`src/hw/rtl/ncp_pkg.sv`:
```
package ncp_pkg;

    localparam int NUM_AXES = 3;

    typedef struct packed {
        logic valid;
        logic degenerate;
    } ncp_ctrl_t;

endpackage

```
`src/hw/rtl/ncp_cross.sv`:
```
module ncp_cross
    import ncp_pkg::*;
#(
    parameter int IN_WIDTH = 15
) (
    input  logic                        aclk,
    input  logic                        aresetn,
    input  logic                        en,
    input  logic                        in_valid,
    input  logic signed [IN_WIDTH-1:0]  a_x,
    input  logic signed [IN_WIDTH-1:0]  a_y,
    input  logic signed [IN_WIDTH-1:0]  a_z,
    input  logic signed [IN_WIDTH-1:0]  b_x,
    input  logic signed [IN_WIDTH-1:0]  b_y,
    input  logic signed [IN_WIDTH-1:0]  b_z,
    output ncp_ctrl_t                   out_ctrl,
    output logic [NUM_AXES*(2*IN_WIDTH+1)-1:0] out_c
);

    localparam int PW = 2 * IN_WIDTH;
    localparam int CW = 2 * IN_WIDTH + 1;

    logic signed [PW-1:0] p_reg [6];
    logic signed [PW-1:0] p_next [6];
    logic                 v1_reg;
    logic signed [CW-1:0] c_next [NUM_AXES];
    logic [NUM_AXES*CW-1:0] c_reg;
    ncp_ctrl_t            ctrl_reg;
    ncp_ctrl_t            ctrl_next;

    always_comb begin
        p_next[0] = PW'(a_y * b_z);
        p_next[1] = PW'(a_z * b_y);
        p_next[2] = PW'(a_z * b_x);
        p_next[3] = PW'(a_x * b_z);
        p_next[4] = PW'(a_x * b_y);
        p_next[5] = PW'(a_y * b_x);
    end

    always_comb begin
        for (int j = 0; j < NUM_AXES; j++) begin
            c_next[j] = CW'(p_reg[2*j]) - CW'(p_reg[2*j+1]);
        end
        ctrl_next.valid      = v1_reg;
        ctrl_next.degenerate = (c_next[0] == '0) && (c_next[1] == '0) && (c_next[2] == '0);
    end

    always_ff @(posedge aclk) begin
        if (!aresetn) begin
            v1_reg   <= 1'b0;
            ctrl_reg <= '0;
        end else if (en) begin
            v1_reg   <= in_valid;
            ctrl_reg <= ctrl_next;
        end
    end

    always_ff @(posedge aclk) begin
        if (en) begin
            for (int i = 0; i < 6; i++) begin
                p_reg[i] <= p_next[i];
            end
            c_reg <= {c_next[2], c_next[1], c_next[0]};
        end
    end

    assign out_ctrl = ctrl_reg;
    assign out_c    = c_reg;

endmodule

```
`config.mk`:
```
export PLATFORM = sky130hd
export DESIGN_NAME = ncp_cross
export DESIGN_NICKNAME = d
export VERILOG_FILES = /design/src/hw/rtl/ncp_pkg.sv /design/src/hw/rtl/ncp_cross.sv
export SDC_FILE = /design/constraint.sdc
export NUM_CORES = 2
export LEC_CHECK = 0
export CAP_MARGIN = 0
export CORE_MARGIN = 3
export CORE_UTILIZATION = 68
export CTS_CLUSTER_DIAMETER = 30
export DETAILED_ROUTE_END_ITERATION = 10
export DONT_BUFFER_PORTS = 1
export PLACE_DENSITY_LB_ADDON = 0.12
export SETUP_SLACK_MARGIN = 0.15
export SLEW_MARGIN = 20
export SYNTH_ARGS = -nofsm -noshare
export SYNTH_HDL_FRONTEND = slang
export SYNTH_SLANG_ARGS = --single-unit
```
`constraint.sdc`:
```
create_clock -name aclk -period 9.66 [get_ports aclk]
set_clock_uncertainty 0.15 [all_clocks]
set_input_delay 0.483 -clock aclk [delete_from_list [all_inputs] [get_ports aclk]]
set_output_delay 0.483 -clock aclk [all_outputs]
set_load 0.02 [all_outputs]
```
== Yosys cells after proc, flatten, opt, wreduce, memory -nomap -nowiden ==
Memory sizes are Yosys's and may differ from the RTL's.
Cells that the tools add are included.

* Logic and storage cells: 21
* Bits in writable memories: 180
* Output and inout port bits: 95
* Memories: 1
* Bits in registers: 96
* Bits of input ports: 94

* Reductions and logical operators: 5
* Add/subtract/negate cells: 3
* $mul: 6
* Multiplexer cells: 2

{| class="wikitable"
|+ Memory list
! memory !! depth !! bits a word !! read ports !! clocked after memory_dff !! wr ports !! RTL line !! source
|-
| p_reg || 6 || 30 || 6 || 0 || 6 || ncp_cross.sv:23 || <nowiki>logic signed [PW-1:0] p_reg [6];</nowiki>
|}

{| class="wikitable"
|+ Operator list
! cell !! number
|-
| 15-bit by 15-bit multiplier with 30-bit output || 6
|-
| 31-bit logical NOT || 3
|-
| 30-bit by 30-bit subtractor with 31-bit output || 3
|-
| 1-bit logical AND || 2
|-
| 1-bit 2-to-1 mux || 2
|}

== Logic depth before layout (Yosys ltp) ==
* Depth in word-level cells: 4
* Gate-level depth with buffers: 27
* Gate-level depth less buffers: 26

== Worst setup path after synthesis ==
Ideal clock, no wire load.

* Kind: input to register
* Start: input port b_x[0]
* End: memory p_reg[5][29] (netlist bit) (data pin)
* Path buffers: 1
* Arrival: 6604 ps
* Required time: 9250 ps
* Stages on the path: 24
* Library setup time: 260 ps
* Setup slack: 2646 ps
* Cells stage by stage: clkbuf_1 nand2_1 fa_1 fa_1 inv_1 fa_1 fa_1 fa_1 inv_1 fa_1 inv_1 ha_1 a21oi_1 nor2_1 nor2_1 a21boi_0 o31a_1 o2111ai_1 a311oi_1 a41o_1 or4b_2 a31o_2 a21oi_1 xnor2_1

{| class="wikitable"
|+ RTL lines
! what !! RTL line !! source
|-
| start, declared || ncp_cross.sv:13 || <nowiki>input logic signed [IN_WIDTH-1:0] b_x,</nowiki>
|-
| end, declared || ncp_cross.sv:23 ||
|}

==> run metrics <==
# Max-Cap Violations 0; grt ovf 0; core region area 94000 um^2; Synth async-reset ratio 0; number of setup buffers added after CTS 0; chip height 315 um; post-layout min period 6.91 ns; antenna-violating nets left 0; worst stage delay on the critical path 0.69 ns; die area 99200 um^2; #FFs+latches synth 276; Worst Path Arrival 7.14 ns; CTS Buf Count 78; CTS tree yes; vias in the first global route 49600; CP dominant cell by count fa_1; worst hold path type input pin to register; mapped cell area 64900 um^2; fin nets 8663; Initial DRT Pass Iterations 6; via/cell ratio 5.82; Worst-path clk slew 0.05 ns; H-tree Lvls 3; Max clock buf depth 3; kind of critical path input pin to register; initial antenna violation count 12; sequential-to-total area share from yosys stat 0.127; hold buffers post-CTS 13; yosys warns 0; Syn Inst Count 6832; Slew @ Worst Pin 1.18 ns; Post-synth EDFFs 273; most common cell after layout, fill and taps aside inv_1; wire length per cell 21.5 um; Resize count post-CTS 0; crit path cell chain and2_1 > fa_1 > inv_1 > fa_1 > fa_1 > inv_1 > ha_1 > fa_1 > inv_1 > fa_1 > inv_1 > ha_1 > and3_1 > a221oi_1 > a311o_1 > nand4_1 > o211ai_1 > o21ai_0 > o41a_1 > a41o_1 > o21ai_0 > nand2b_1 > a21oi_1 > xnor2_1; Die Wd 315 um; Diodes inserted 0; synthesis-to-finish area growth 5.22%; Fill cells 6909; Worst slew margin 0.204; routability cong. 0.927; Global Route Usage Sum 0.365; fin. max-slew vios 0; syn nets 8843; worst path required time 9.89 ns; first-pass GRT wire length 276 mm; Crit-path slowest cell a221oi_1; setup_tns 0 ns; crit path capture type register; Residual DRC 0; layout cells sized above 1 0.0258; Cell variety after synth 81; DR iter-0 viols 3789; CP Max Fanout 30; Primary FF master, synth edfxtp_1; Routed WL 171 mm; Final Core Density 0.727; most frequent cells in the layout 1667 x inv_1, 1335 x fa_1, 717 x nand2_1; Clock Sinks 276; period utilization 0.715; Root Driver clkbuf_16; largest net degree at the start of global routing 271; via count 46400; Final Hold Vio Count 0; max reg flops 180; IO buf count 0; # IOs 189; fmax 0.145 GHz; Starting Density 0.691; RSZ-0062 raised after global routing false; placed wire-length estimate 131 mm; outcome complete, no violations; syn avg cell area 9.50 um^2; row count 112; Critical Path Source Type input pin; Worst-Skew Late Latency 0.64 ns; Setup-failing EPs final 0
==> logic make-up after synthesis <==
kind of cell,Yosys count,share of synthesized area
XOR/XNOR,263,0.0355
AND/OR/NAND/NOR,1858,0.144
AO/OA/AOI/OAI,566,0.0564
multiplexers,4,0.000617
flip-flops,276,0.127
adder cells (fa/ha/maj),1917,0.524
buffers and inverters,1948,0.113
==> final timing paths <==
kind	cells after the start	slack, ns	startpoint	endpoint
max reg2reg	16	3.68	p_reg[0][0]	out_ctrl[0]
min	2	0.05	a_y[0]	p_reg[0][1]
min reg2reg	2	0.47	v1_reg	out_ctrl[1]
max	24	2.75	b_x[3]	p_reg[2][28]
==> per-stage QoR <==
| step | hold WS (ns) | instance area [um^2] | std cells | setup WS, ns |
|---|---|---|---|---|
| 6_report | 0.0499 | 68300 | 7967 | 2.75 |
| 5_1_grt | 0.0526 | 68300 | 7967 | 2.54 |
| 4_1_cts | 0.0307 | 68300 | 7964 | 2.94 |
| 3_5_place_dp | 0.403 | 65500 | 7810 | 2.35 |
| 3_3_place_gp | 0.344 | 65500 | 7810 | 2.43 |
| 2_1_floorplan | 0.332 | 64900 | 6832 | 2.65 |
==> metal layers <==
metal	wire, um	share of wire	vias up	GRT usage
met5	91	0.00053	-	0
met4	10100	0.059	14	0.173
met3	18100	0.11	394	0.0869
met2	74000	0.43	2280	0.540
met1	68700	0.40	23400	0.512
li1	-	-	20300	-
==> cell usage after synthesis, drive strengths merged (14+ instances only) <==
cell type	n	area, um^2
inv	1667	6260
ha	582	7280
o211ai	15	113
a211oi	17	133
nor4	14	87.6
nor3	45	225
or3	19	124
or2	16	100
a31oi	22	138
nor2	182	683
fa	1335	26700
xnor2	196	1720
and3	19	119
o21a	27	203
xor2	67	587
edfxtp	273	8200
nor2b	24	150
and2	649	4060
a21o	73	548
a21oi	193	966
nand2b	58	363
nand4	21	131
clkbuf	279	1050
o21bai	25	188
nand2	717	2690
o21ai	98	490
nand3	52	260
==> layout make-up <==
type | count | area, um^2 | share of cell area
clock buffers | 84 | 1980 | 0.0290
clock inverters | 57 | 643 | 0.00941
inverters | 1667 | 6260 | 0.0916
multi-input cells | 4608 | 49400 | 0.722
flip-flops and latches | 276 | 8260 | 0.121
well taps | 1254 | 1570 | 0.0230
repair buffers | 21 | 250 | 0.00366
==> worst max-delay path, delay by kind of cell <==
kind / cells / cell delay [ns]
adders and majority gates: 7 / 3.08
AOI/OAI and AO/OA: 8 / 2.72
and+or+nand+nor: 4 / 0.57
buffers and inverters: 4 / 0.19
xor gates and xnor gates: 1 / 0.09
Power is not shown: default switching activity piles up to over one toggle a cycle in this logic, so the estimate is an artifact.
