**config.mk**
```make
export PLATFORM = sky130hd
export DESIGN_NAME = ncp_square
export DESIGN_NICKNAME = d
export VERILOG_FILES = /design/src/hw/rtl/ncp_pkg.sv /design/src/hw/rtl/ncp_square.sv
export SDC_FILE = /design/constraint.sdc
export NUM_CORES = 2
export LEC_CHECK = 0
export ABC_AREA = 1
export BUFFER_PORTS_ARGS = -buffer_cell sky130_fd_sc_hd__buf_2
export CORE_ASPECT_RATIO = 0.6
export CORE_MARGIN = 2
export CORE_UTILIZATION = 41
export CTS_BUF_LIST = sky130_fd_sc_hd__clkbuf_2
export CTS_CLUSTER_SIZE = 20
export DETAILED_ROUTE_END_ITERATION = 8
export GPL_TIMING_DRIVEN = 0
export PLACE_DENSITY = 0.65
export REMOVE_ABC_BUFFERS = 1
export SLEW_MARGIN = 0
export SYNTH_ARGS = -nofsm -noshare
export SYNTH_HDL_FRONTEND = slang
export SYNTH_SLANG_ARGS = --single-unit
```
**constraint.sdc**
```tcl
create_clock -name aclk -period 12.08 [get_ports aclk]
set_clock_uncertainty 0.05 [all_clocks]
set_input_delay 1.812 -clock aclk [delete_from_list [all_inputs] [get_ports aclk]]
set_output_delay 1.812 -clock aclk [all_outputs]
set_load 0.005 [all_outputs]
```
**src/hw/rtl/ncp_pkg.sv**
```systemverilog
package ncp_pkg;

    localparam int NUM_AXES = 3;

    typedef struct packed {
        logic valid;
        logic degenerate;
    } ncp_ctrl_t;

endpackage

```
**src/hw/rtl/ncp_square.sv**
```systemverilog
module ncp_square
    import ncp_pkg::*;
#(
    parameter int IN_WIDTH = 15
) (
    input  logic                               aclk,
    input  logic                               aresetn,
    input  logic                               en,
    input  ncp_ctrl_t                          in_ctrl,
    input  logic [NUM_AXES*(2*IN_WIDTH+1)-1:0] in_c,
    output ncp_ctrl_t                          out_ctrl,
    output logic [NUM_AXES*(2*IN_WIDTH+1)-1:0] out_c,
    output logic [4*IN_WIDTH-1:0]              out_s
);

    localparam int W  = IN_WIDTH;
    localparam int CW = 2 * W + 1;
    localparam int MW = 2 * W;
    localparam int SW = 4 * W;

    logic signed [CW-1:0] c_lane [NUM_AXES];
    logic [MW-1:0]        m_lane [NUM_AXES];
    logic [MW-1:0]        hh_next [NUM_AXES];
    logic [MW-1:0]        hl_next [NUM_AXES];
    logic [MW-1:0]        ll_next [NUM_AXES];
    logic [MW-1:0]        hh_reg [NUM_AXES];
    logic [MW-1:0]        hl_reg [NUM_AXES];
    logic [MW-1:0]        ll_reg [NUM_AXES];
    logic [NUM_AXES*CW-1:0] c1_reg;
    logic [NUM_AXES*CW-1:0] c2_reg;
    ncp_ctrl_t            ctrl1_reg;
    ncp_ctrl_t            ctrl2_reg;
    logic [SW-1:0]        s_next;
    logic [SW-1:0]        s_reg;

    always_comb begin
        for (int j = 0; j < NUM_AXES; j++) begin
            c_lane[j]  = in_c[j*CW +: CW];
            m_lane[j]  = c_lane[j][CW-1] ? MW'(-c_lane[j]) : MW'(c_lane[j]);
            hh_next[j] = MW'(m_lane[j][MW-1:W] * m_lane[j][MW-1:W]);
            hl_next[j] = MW'(m_lane[j][MW-1:W] * m_lane[j][W-1:0]);
            ll_next[j] = MW'(m_lane[j][W-1:0] * m_lane[j][W-1:0]);
        end
    end

    always_comb begin
        s_next = '0;
        for (int j = 0; j < NUM_AXES; j++) begin
            s_next = s_next + (SW'(hh_reg[j]) << MW) + (SW'(hl_reg[j]) << (W + 1))
                   + SW'(ll_reg[j]);
        end
    end

    always_ff @(posedge aclk) begin
        if (!aresetn) begin
            ctrl1_reg <= '0;
            ctrl2_reg <= '0;
        end else if (en) begin
            ctrl1_reg <= in_ctrl;
            ctrl2_reg <= ctrl1_reg;
        end
    end

    always_ff @(posedge aclk) begin
        if (en) begin
            for (int j = 0; j < NUM_AXES; j++) begin
                hh_reg[j] <= hh_next[j];
                hl_reg[j] <= hl_next[j];
                ll_reg[j] <= ll_next[j];
            end
            c1_reg <= in_c;
            c2_reg <= c1_reg;
            s_reg  <= s_next;
        end
    end

    assign out_ctrl = ctrl2_reg;
    assign out_c    = c2_reg;
    assign out_s    = s_reg;

endmodule

```
# == Yosys cells after proc, flatten, opt, wreduce, memory -nomap -nowiden ==
# Memories as Yosys holds them, arrays and structs flattened.
# Index checks and enable logic that the tools add are counted.
# op_classes
n_addsub,11
mul,9
n_mux,5
# op_table
op,n
multiplier 15 x 15 -> 30 bit,9
adder 60 x 30 -> 60 bit,3
adder 60 x 46 -> 60 bit,3
adder 60 bit,2
two-way mux 30 bit,3
negation 30 bit,3
two-way mux 1 bit,2
# word_totals
register_bits,250
ram_bits,270
word_cells,35
memories,3
# mem_list
name,depth,word_bits,rd,rd_clocked_by_memory_dff,write_ports,line_no,source
hh_reg,3,30,3,0,3,ncp_square.sv:26,logic [MW-1:0] hh_reg [NUM_AXES];
hl_reg,3,30,3,0,3,ncp_square.sv:27,logic [MW-1:0] hl_reg [NUM_AXES];
ll_reg,3,30,3,0,3,ncp_square.sv:28,logic [MW-1:0] ll_reg [NUM_AXES];

# == Logic depth before layout (Yosys ltp) ==
# logic_depth
ltp_word,8
ltp_mapped,37
ltp_nobuf,36

# == Worst setup path before layout ==
# Ideal clock, no wire load.
# synth_path
path_type,input to register
from,input port in_c[62]
to,"memory hh_reg[0][87] in the netlist's numbering, data pin"
t_arrival_ps,8057
t_required_ps,11769
slack_ps,3712
stages,29
n_path_buf,2
cell_sequence,inv_2 clkbuf_1 ha_1 nand3_1 nor2_4 nand3_1 nand2_1 o21ai_2 xor2_2 buf_2 nand2_1 fa_1 fa_1 inv_1 fa_1 inv_1 fa_1 inv_1 fa_1 inv_1 fa_1 inv_1 ha_1 a21oi_1 o21ai_0 a21oi_1 or2_2 nand3_1 xor2_1
# synth_rtl
element,line_no,source
start: declaration,ncp_square.sv:10,"input logic [NUM_AXES*(2*IN_WIDTH+1)-1:0] in_c,"
end: declaration,ncp_square.sv:26,

==> reports/qor.yml <==
floorplan:
  io_pins: 253
  die_w_um: 601.2
  fp.coreArea_um2: 212600
  die_height_um: 362.3
  die-area_um2: 217800
  floorplan.rows: 131
  effective_utilization_at_floorplan_pct: 41.27
placement:
  gpl.final_weighted_congestion: 0.9769
  number_of_buffers_added_on_ports: 252
  place_hpwl_um: 223100
clock_tree:
  cts_resized: 0
  post_cts_buffers: 0
  clock_sinks: 511
  clock-root-buffer: "sky130_fd_sc_hd__clkbuf_2"
  insertion_delay_ns: 1.55
  cts_hold_buffers: 0
  tritoncts: "yes"
  clk_path_buf_depth: 4
  h-tree-depth: 4
  path_clk_slew_ns: 0.12
  cts-buffers-inserted: 140
yosys:
  synthCells: 10140
  synth-seq-area-share_pct: 17.44
  synth.yosys.warnings: 0
  synth.top_cell.area_share_pct: 33.41
  synth_simple_gate_area_share_pct: 15.98
  synthAdderAreaFrac_pct: 46.60
  synth_seq_cells: 511
  yosys-mux-area-fraction_pct: 0
  synth_top_cells_by_area: "sky130_fd_sc_hd__fa_1 (33%), sky130_fd_sc_hd__edfxtp_1 (17%), sky130_fd_sc_hd__ha_1 (13%)"
  synth_compound_gate_area_share_pct: 4.428
  synthDominantAreaCellType: "sky130_fd_sc_hd__fa_1"
  syn_area_per_cell_um2: 8.650
  synthDistinctLibCells: 57
  ys_async_sr_fraction_pct: 0
  yosys.area_share.xor_xnor_pct: 3.446
  syn_area_um2: 87730
  synth_enable_flop_cells: 507
  combinational_family_with_the_most_area_after_synthesis: "adder cells"
  synthFlopType: "sky130_fd_sc_hd__edfxtp_1"
global_routing:
  grt_first_pass_wirelength_um: 419400
  grt_usage_pct: 25.19
  grt_pass1_vias: 70860
  globalRouteOverflowTotal: 0
  largest_net_degree_at_the_start_of_global_routing: 120
  grt_antenna_before_repair: 21
layout:
  filler_cell_count: 21020
  finish.net_count: 12820
  commonest_cells_after_routing_fill_and_taps_aside: "sky130_fd_sc_hd__inv_1 (2469), sky130_fd_sc_hd__nand2_1 (1801), sky130_fd_sc_hd__fa_1 (1464)"
  final_common_cell: "sky130_fd_sc_hd__inv_1"
  layout-drive-gt1-share_pct: 6.143
  area.growth.synth_to_final_pct: 6.236
setup_path:
  maximum_fanout_encountered_on_the_critical_timing_path: 28
  worstPathRequired_ns: 13.13
  stage_delay_of_the_slowest_cell_on_the_critical_path_ns: 1.04
  cp-start-kind: "input port"
  critical-path-slowest-cell: "sky130_fd_sc_hd__xor2_1"
  critPathCaptureType: "register"
  worst-setup-path-type: "input port to register"
  cp.arrival_ns: 11.25
drt:
  first_pass_iters: 6
  remaining_drc_errors: 0
  routedWlPerCell_um: 20.35
  final_antenna_net_count: 0
  vias: 68390
  drt_wl_total_um: 270400
  initialDrtViolationCount: 7060
  vias_per_cell: 5.147
sta:
  post-route-period-util_pct: 84.46
  tightest_slew_ns: 1.477
  grt_setup_unrepaired: "false"
  max_freq_mhz: 98.01
  hold_violations: 0
  fin_setup_tns_ns: 0
  layout_min_cycle_time_ns: 10.20
  report.final.setup_viol: 0
  slew_viol_final: 0
  timing.slew.headroom_pct: 1.297
outcome:
  run_status: "finished, violations left"
  violations: "capacitance limit"
flow_run:
  max_cap_violations: 1
worst_hold_path:
  hp-class: "register to register"
-- cells in the mapped netlist, types with 4 or more instances --
cell                          n
sky130_fd_sc_hd__dfxtp_1      4
sky130_fd_sc_hd__buf_6        8
sky130_fd_sc_hd__inv_1     2469
sky130_fd_sc_hd__nand4_1     60
sky130_fd_sc_hd__xor2_1     239
sky130_fd_sc_hd__buf_1        4
sky130_fd_sc_hd__nor4_1      10
sky130_fd_sc_hd__nor2_1    1151
sky130_fd_sc_hd__edfxtp_1   507
sky130_fd_sc_hd__nor2_4       6
sky130_fd_sc_hd__nand2_2     27
sky130_fd_sc_hd__xnor2_1     57
sky130_fd_sc_hd__buf_2      135
sky130_fd_sc_hd__xnor2_2      5
sky130_fd_sc_hd__inv_2       58
sky130_fd_sc_hd__a31oi_1     33
sky130_fd_sc_hd__o31ai_1      4
sky130_fd_sc_hd__nor2_2      25
sky130_fd_sc_hd__o21ai_2      7
sky130_fd_sc_hd__o21bai_1    43
sky130_fd_sc_hd__a21o_1      50
sky130_fd_sc_hd__fa_1      1464
sky130_fd_sc_hd__nand2_1   1801
sky130_fd_sc_hd__buf_4       17
sky130_fd_sc_hd__nand3_1    298
sky130_fd_sc_hd__clkbuf_1    53
sky130_fd_sc_hd__nand2_4      5
sky130_fd_sc_hd__clkinv_1     6
sky130_fd_sc_hd__a21oi_1    312
sky130_fd_sc_hd__nor3_1      69
sky130_fd_sc_hd__xor2_2      13
sky130_fd_sc_hd__o21a_1       8
sky130_fd_sc_hd__or2_2        6
sky130_fd_sc_hd__o21ai_0    194
sky130_fd_sc_hd__o21ai_1     11
sky130_fd_sc_hd__a211oi_1     7
sky130_fd_sc_hd__ha_1       925
sky130_fd_sc_hd__nand3b_1     8
sky130_fd_sc_hd__nand3_2      4
sky130_fd_sc_hd__a21boi_0    11
-- per-layer routing --
metal / GRT usage (%) / routed length, µm
met5: 0 / 157
met4: 5.902 / 6553
met3: 7.701 / 31780
met1: 38.01 / 125500
met2: 34.84 / 106500
-- critical path, delay by kind of cell --
| family | cells | cell delay [ns] |
|---|---|---|
| xor gates and xnor gates | 1 | 1.04 |
| buffers and inverters | 7 | 1.67 |
| AOI/OAI and AO/OA | 1 | 0.21 |
| and+or+nand+nor | 12 | 2.83 |
| adders and majority gates | 8 | 3.65 |
-- cell type report --
| cell class | instances | area (µm²) | share of cell area, % |
|---|---|---|---|
| Sequential cell | 511 | 15300 | 16.42 |
| Inverter | 2533 | 9508 | 10.20 |
| Multi-Input combinational cell | 6883 | 61950 | 66.47 |
| Timing Repair Buffer | 265 | 1546 | 1.659 |
| Antenna cell | 8 | 20.02 | 0.02148 |
| Tap cell | 2859 | 3577 | 3.838 |
| Clock inverter | 49 | 409.1 | 0.4390 |
| Clock buffer | 178 | 890.9 | 0.9558 |
-- worst paths after layout --
kind | start | end | slack [ns] | cells past startpoint
max | in_c[62] | ll_reg[0][80] | 1.88 | 29
min | c1_reg[47] | out_c[47] | 0.26 | 0
max reg2reg | ll_reg[0][53] | out_s[57] | 7.12 | 15
min reg2reg | c1_reg[47] | out_c[47] | 0.26 | 0
-- stage by stage --
step	hold slack (ns)	cells	setup WS (ns)	cell area, µm²	utilization, %
2_1_floorplan	0.3503	9927	3.517	86630	-
3_3_place_gp	0.3501	13040	-0.3125	91470	43.03
3_5_place_dp	0.3545	13050	0.3855	91820	43.19
4_1_cts	0.2391	13280	1.961	93120	43.80
5_1_grt	0.2783	13280	1.574	93200	43.84
6_report	0.2609	13290	1.877	93210	43.84
-- cells by family (layout without fill, tap and decap cells) --
logic type	after synthesis	count (layout)
buf+inv	2750	3025
other cells	2	11
compound gates	691	691
simple gates	3481	3481
flops	511	511
xor+xnor	319	319
fa+ha+maj	2389	2389
Power is left out: the tool's default activity adds up to more than one toggle a clock period on the data nets, which glitch-free logic cannot reach.
